--- config.mk ---
export PLATFORM = sky130hd
export DESIGN_NAME = mmlps_score
export DESIGN_NICKNAME = d
export VERILOG_FILES = /design/src/hdl/mmlps_pkg.sv /design/src/hdl/mmlps_score.sv
export SDC_FILE = /design/constraint.sdc
export NUM_CORES = 1
export LEC_CHECK = 0
export ABC_AREA = 0
export BUFFER_PORTS_ARGS = -buffer_cell sky130_fd_sc_hd__buf_2
export CAP_MARGIN = 10
export CELL_PAD_IN_SITES_DETAIL_PLACEMENT = 2
export CELL_PAD_IN_SITES_GLOBAL_PLACEMENT = 2
export CORE_MARGIN = 2
export CORE_UTILIZATION = 25
export DETAILED_ROUTE_END_ITERATION = 6
export PLACE_DENSITY = 0.82
export SYNTH_ARGS = -nofsm -noshare
export SYNTH_HDL_FRONTEND = slang
export SYNTH_SLANG_ARGS = --single-unit
export TNS_END_PERCENT = 50
--- constraint.sdc ---
create_clock -name vclk -period 5.9
set_clock_uncertainty 0.05 [all_clocks]
set_input_delay 0.59 -clock vclk [all_inputs]
set_output_delay 0.59 -clock vclk [all_outputs]
set_load 0.005 [all_outputs]
--- src/hdl/mmlps_pkg.sv ---
// Shared types, constants and character helpers for the memory-map line parser.
package mmlps_pkg;

    localparam int unsigned MAX_PATH_CAP = 4096;
    localparam int unsigned CAP_W        = 13;
    localparam int unsigned CNT_W        = 12;

    localparam logic [7:0] CH_NUL   = 8'd0;
    localparam logic [7:0] CH_LF    = 8'd10;
    localparam logic [7:0] CH_TAB   = 8'd9;
    localparam logic [7:0] CH_VT    = 8'd11;
    localparam logic [7:0] CH_FF    = 8'd12;
    localparam logic [7:0] CH_CR    = 8'd13;
    localparam logic [7:0] CH_SPACE = 8'h20;
    localparam logic [7:0] CH_DASH  = 8'h2D;
    localparam logic [7:0] CH_ZERO  = 8'h30;
    localparam logic [7:0] CH_LBRK  = 8'h5B;
    localparam logic [7:0] CH_X_LO  = 8'h78;
    localparam logic [7:0] CH_X_UP  = 8'h58;
    localparam logic [7:0] CH_R_LO  = 8'h72;
    localparam logic [7:0] CH_W_LO  = 8'h77;
    localparam logic [7:0] CH_P_LO  = 8'h70;

    // Configuration register indexes.
    localparam logic REG_PATH_CAP  = 1'b0;
    localparam logic REG_ANON_EXEC = 1'b1;

    localparam logic [CAP_W-1:0] CAP_RESET = 13'd256;

    // Score terms.
    localparam logic [6:0] SC_BASE = 7'd35;
    localparam logic [6:0] SC_ANON = 7'd45;
    localparam logic [6:0] SC_RWX  = 7'd28;
    localparam logic [6:0] SC_SIZE_MAX = 7'd18;
    localparam logic [63:0] SZ_MIN = 64'd4096;
    localparam logic [63:0] SZ_MAX = 64'd268435456;

    typedef enum logic [11:0] {
        PH_LOW_START  = 12'h001,
        PH_LOW_ZERO   = 12'h002,
        PH_LOW_PFX    = 12'h004,
        PH_LOW_DIG    = 12'h008,
        PH_HIGH_START = 12'h010,
        PH_HIGH_ZERO  = 12'h020,
        PH_HIGH_PFX   = 12'h040,
        PH_HIGH_DIG   = 12'h080,
        PH_SEEK       = 12'h100,
        PH_GAP        = 12'h200,
        PH_FIELD      = 12'h400,
        PH_PATH       = 12'h800
    } t_phase;

    typedef enum logic [1:0] {
        PM_WAIT = 2'd0,
        PM_CAPT = 2'd1,
        PM_DONE = 2'd2
    } t_perm_mode;

    // Line summary handed to the scorer.
    typedef struct packed {
        logic [63:0]      low_addr;
        logic [63:0]      high_addr;
        logic [31:0]      perm_chars;
        logic [2:0]       perm_count;
        logic [CNT_W-1:0] path_count;
        logic             path_bracket;
    } t_line;

    typedef struct packed {
        logic       valid;
        logic [3:0] value;
    } t_hex;

    function automatic t_hex hex_digit(input logic [7:0] c);
        t_hex h;
        h.valid = 1'b1;
        h.value = 4'd0;
        if (c >= 8'h30 && c <= 8'h39)      h.value = 4'(c - 8'h30);
        else if (c >= 8'h61 && c <= 8'h66) h.value = 4'(c - 8'h57);
        else if (c >= 8'h41 && c <= 8'h46) h.value = 4'(c - 8'h37);
        else                               h.valid = 1'b0;
        return h;
    endfunction

    function automatic logic is_sp_tab(input logic [7:0] c);
        return (c == CH_SPACE) || (c == CH_TAB);
    endfunction

    function automatic logic is_wide_space(input logic [7:0] c);
        return (c == CH_SPACE) || (c == CH_TAB) || (c == CH_VT) || (c == CH_FF) ||
               (c == CH_CR);
    endfunction

    // Shift in one hex digit, saturating to all ones on overflow.
    function automatic logic [63:0] acc_hex(input logic [63:0] acc, input logic [3:0] d);
        if (acc[63:60] != 4'd0) return '1;
        return {acc[59:0], d};
    endfunction

endpackage

--- src/hdl/mmlps_score.sv ---
// Suspicion score of one parsed memory-map line.
module mmlps_score (
    input  mmlps_pkg::t_line i_line,
    input  logic             i_anon_only,
    output logic [6:0]       o_score
);

    logic [63:0] w_size;
    logic [8:0]  w_mib;
    logic [6:0]  w_size_add;
    logic        w_anon;
    logic        w_exec_priv;
    logic        w_rw;

    always_comb begin
        w_size = (i_line.high_addr > i_line.low_addr) ?
                 (i_line.high_addr - i_line.low_addr) : 64'd0;
        w_mib  = w_size[28:20];
        if (w_size >= mmlps_pkg::SZ_MIN && w_size <= mmlps_pkg::SZ_MAX) begin
            w_size_add = (w_mib > 9'(mmlps_pkg::SC_SIZE_MAX)) ?
                         mmlps_pkg::SC_SIZE_MAX : w_mib[6:0];
        end else begin
            w_size_add = 7'd0;
        end
        w_anon      = (i_line.path_count == '0) || i_line.path_bracket;
        w_exec_priv = (i_line.perm_count == 3'd4) &&
                      (i_line.perm_chars[23:16] == mmlps_pkg::CH_X_LO) &&
                      (i_line.perm_chars[31:24] == mmlps_pkg::CH_P_LO);
        w_rw        = (i_line.perm_chars[7:0] == mmlps_pkg::CH_R_LO) &&
                      (i_line.perm_chars[15:8] == mmlps_pkg::CH_W_LO);
        if (!w_exec_priv || (i_anon_only && !w_anon)) begin
            o_score = 7'd0;
        end else begin
            o_score = mmlps_pkg::SC_BASE + (w_anon ? mmlps_pkg::SC_ANON : 7'd0) +
                      (w_rw ? mmlps_pkg::SC_RWX : 7'd0) + w_size_add;
        end
    end

endmodule

==> results.txt <==
----------------------------------------------------
[Yosys]
  Top area cells in the synthesized netlist ... sky130_fd_sc_hd__ha_1, sky130_fd_sc_hd__a21oi_1, sky130_fd_sc_hd__nand2_1
  Synthesized area divided by synthesized cell count ... 6.33 um^2
  Netlist Area Pre-Place ... about 5700 um^2
  Top-count cell post-synth ... sky130_fd_sc_hd__nand2_1
  Cells after Synth ... between 900 and 1000
  Most frequent cells after synthesis ... sky130_fd_sc_hd__nand2_1, sky130_fd_sc_hd__nor2_1, sky130_fd_sc_hd__inv_1, sky130_fd_sc_hd__a21oi_1, sky130_fd_sc_hd__ha_1
  Share of the yosys chip area belonging to registers ... 0%
  Post-synth top area share ... between 10% and 20%
  Post-synth top area cell ... sky130_fd_sc_hd__ha_1
  Cell variety after synth ... 81
  Number of warning messages in the yosys log ... 0
  Number of nets in the synthesized netlist ... 1155

[Critical path]
  End point of the critical path ... o_score[5]
  Number of buffers and inverters on the critical path ... 10
  Required time reported for the critical path endpoint ... approximately 5.3 ns
  Type of the setup path with the least slack ... input port to output pin
  Crit path depth ... 29
  Data arrival time of the critical path ... 6.36 ns
  CP Capture Type ... output pin
  Start point of the critical path ... i_line[134]
  Kind of launch point of the worst setup path ... input port
  Critical path fanouts, max ... 4
  Critical-path top delay cell ... sky130_fd_sc_hd__fa_1
  Slowest stage delay, CP ... 0.55 ns
  Family with the most delay on the worst path ... buffers and inverters
  Most frequent CP cell ... sky130_fd_sc_hd__buf_4

[STA]
  Number of max-slew violations in the final report ... 0
  Final setup violation count ... 6
  Final hold violation count ... 0
  Slew at the pin with the worst max-slew slack ... between 0.8 and 0.9 ns
  Peak Freq ... around 140 MHz
  Relative slew slack ... 39.8%
  Crit path setup slack, layout ... -1.10 ns
  Post-Route Setup TNS ... -4.87 ns
  Final clock period utilization by the worst path ... 119%
  Clock period minus final worst setup slack ... 7.00 ns
  Unrepaired setup endpoints after global routing ... yes

[Drt]
  Routed Wire Length ... about 47000 um
  Number of vias after detailed routing ... about 10000
  Ratio of routed vias to standard cells ... 6.07
  Count of TritonRoute iterations in the first routing pass ... 5
  Remaining DRCs ... 0
  Post-DR wirelength/cell ... 28.1 um
  Number of antenna-violating nets in the routed design ... 0
  DRC violation total after the first TritonRoute iteration ... approximately 640

[GRT]
  Met2 layer usage reported by global route ... 59.4%
  Via count of the first global-routing pass ... roughly 11000
  Maximum number of pins on one net before global-route repair ... 10
  Residual overflow from global routing ... 0
  Global routing usage on met1 ... 31.7%
  All-Layer GR Usage ... a little under a third
  Number of antenna violations at the first check in global routing ... 0
  Global-route wire length before repair ... 57700 um
  Global routing met3 resource utilization ... 3.09%
  Busiest metal layer after global routing ... met2

[Power and ir drop]
  Overall power after layout ... 1.22 mW
  Worst voltage drop across the vdd grid ... 0.0000420 V
  Power density over the cells ... ~120 nW/um^2
  Leakage component of the power ... around 4.8 nW

[Flow run]
  Max-Cap Viols ... 0

[Floorplanning]
  Die Area ... 24100 um^2
  Total I/O pin count ... 184
  Overall die height ... around 160 um
  Placeable Area ... 22500 um^2
  Effective utilization at floorplan ... 25.4%
  Std cell rows ... 55
  Die Wd ... 155 um

[Cells and area]
  Growth of design area from synthesis to finish ... 71.6%
  Number of clock buffer instances in the layout ... 0
  Antenna diodes ... 0
  Register cell area after layout ... 0 um^2
  Number of nets in the final layout ... 1657
  Number of flip-flops and latches ... 0
  Fraction of layout instances using a drive strength above 1 ... 45.1%
  Total of fill cells in the finished design ... between 2000 and 3000

[Placed design]
  Worst setup slack before clock tree synthesis ... -1.04 ns
  Global placement routability congestion ... around 0.98
  Estimated wirelength of the detail-placed design ... 32400 um
  Number of input and output port buffers inserted ... 184

[Status]
  Run status ... finished, violations left
  Failing checks ... setup timing

[Worst hold path]
  Type of the worst min-delay path ... input port to output pin
  Worst hold stages ... 4

----------------------------------------------------
==> per-stage QoR <==
stage | utilization [%] | hold slack (ns) | cells | cell area (um^2)
finish | 43.5 | 1.66 | 1687 | 9800
global route | 43.5 | 1.71 | 1687 | 9800
CTS | 42.4 | 1.65 | 1679 | 9540
detailed placement | 41.4 | 1.65 | 1670 | 9310
global placement | 41.4 | 1.63 | 1670 | 9310
floorplan | - | 1.38 | 902 | 5730
==> report_power, final <==
part	total, mW	switching, mW	leakage (nW)	internal, mW
clock	0	0	0	0
sequential	0	0	0	0
combinational	1.22	0.706	4.85	0.513
==> cell type report <==
| type | instances | area (um^2) | area share, % |
|---|---|---|---|
| timing repair buffer | 534 | 3550 | 36.3 |
| tap | 285 | 357 | 3.64 |
| multi-input combinational | 779 | 5550 | 56.6 |
| inverter | 89 | 337 | 3.44 |
==> how the worst min path moves through the flow <==
| stage | start | endpoint | slack [ns] |
|---|---|---|---|
| 3_5_place_dp | i_anon_only | o_score[2] | 1.65 |
| 6_report | i_anon_only | o_score[6] | 1.66 |
| 2_1_floorplan | i_anon_only | o_score[0] | 1.38 |
| 5_1_grt | i_anon_only | o_score[6] | 1.71 |
| 3_3_place_gp | i_anon_only | o_score[2] | 1.63 |
| 4_1_cts | i_anon_only | o_score[2] | 1.65 |
==> placed cells by master, fill, tap and decap left out, drive strengths merged, types with 4 or more instances in the layout <==
master and n:
o22ai 4, o21a 19, a211oi 13, nand2b 5, buf 534, nor2b 5
o31ai 7, a21oi 98, and2 5, inv 89, a2111oi 7, fa 4
or3 7, nand3b 4, o211ai 13, nor3 26, a21boi 6, xor2 20
xnor2 19, nand2 101, ha 72, nand4b 7, nand3 15, o221ai 6
nor2 100, a21o 20, nor4 10, o21ai 71, nand4 34, a221oi 4
a31oi 14, o21bai 9, mux2i 4, nor4b 5
==> per-layer routing <==
layer	up-vias	share of wire, %	wire length (um)
met3	281	5.8	2750
met1	5042	35	16800
met2	594	51	24200
met5	-	0	0
met4	0	7.8	3700
li1	4319	-	-
==> logic make-up (layout without fill, tap and decap cells) <==
kind of cell | Yosys count | count (layout) | share of synthesized area, %
compound gates | 319 | 319 | 37.2
buf+inv | 123 | 623 | 9.36
mux | 4 | 4 | 0.701
other cells | 1 | 1 | 0.0657
simple gates | 340 | 340 | 29.5
xor+xnor | 39 | 39 | 5.98
fa+ha+maj | 76 | 76 | 17.2
==> what timing repair did <==
| action | in CTS | in global routing |
|---|---|---|
| endpoints found under the setup margin | 6 | 7 |
| hold buffers | 0 | 0 |
| pin swaps | 29 | 31 |
| gates resized for setup | 33 | 40 |
| setup buffers | 10 | 9 |
Power figures use the tool's default switching activity.
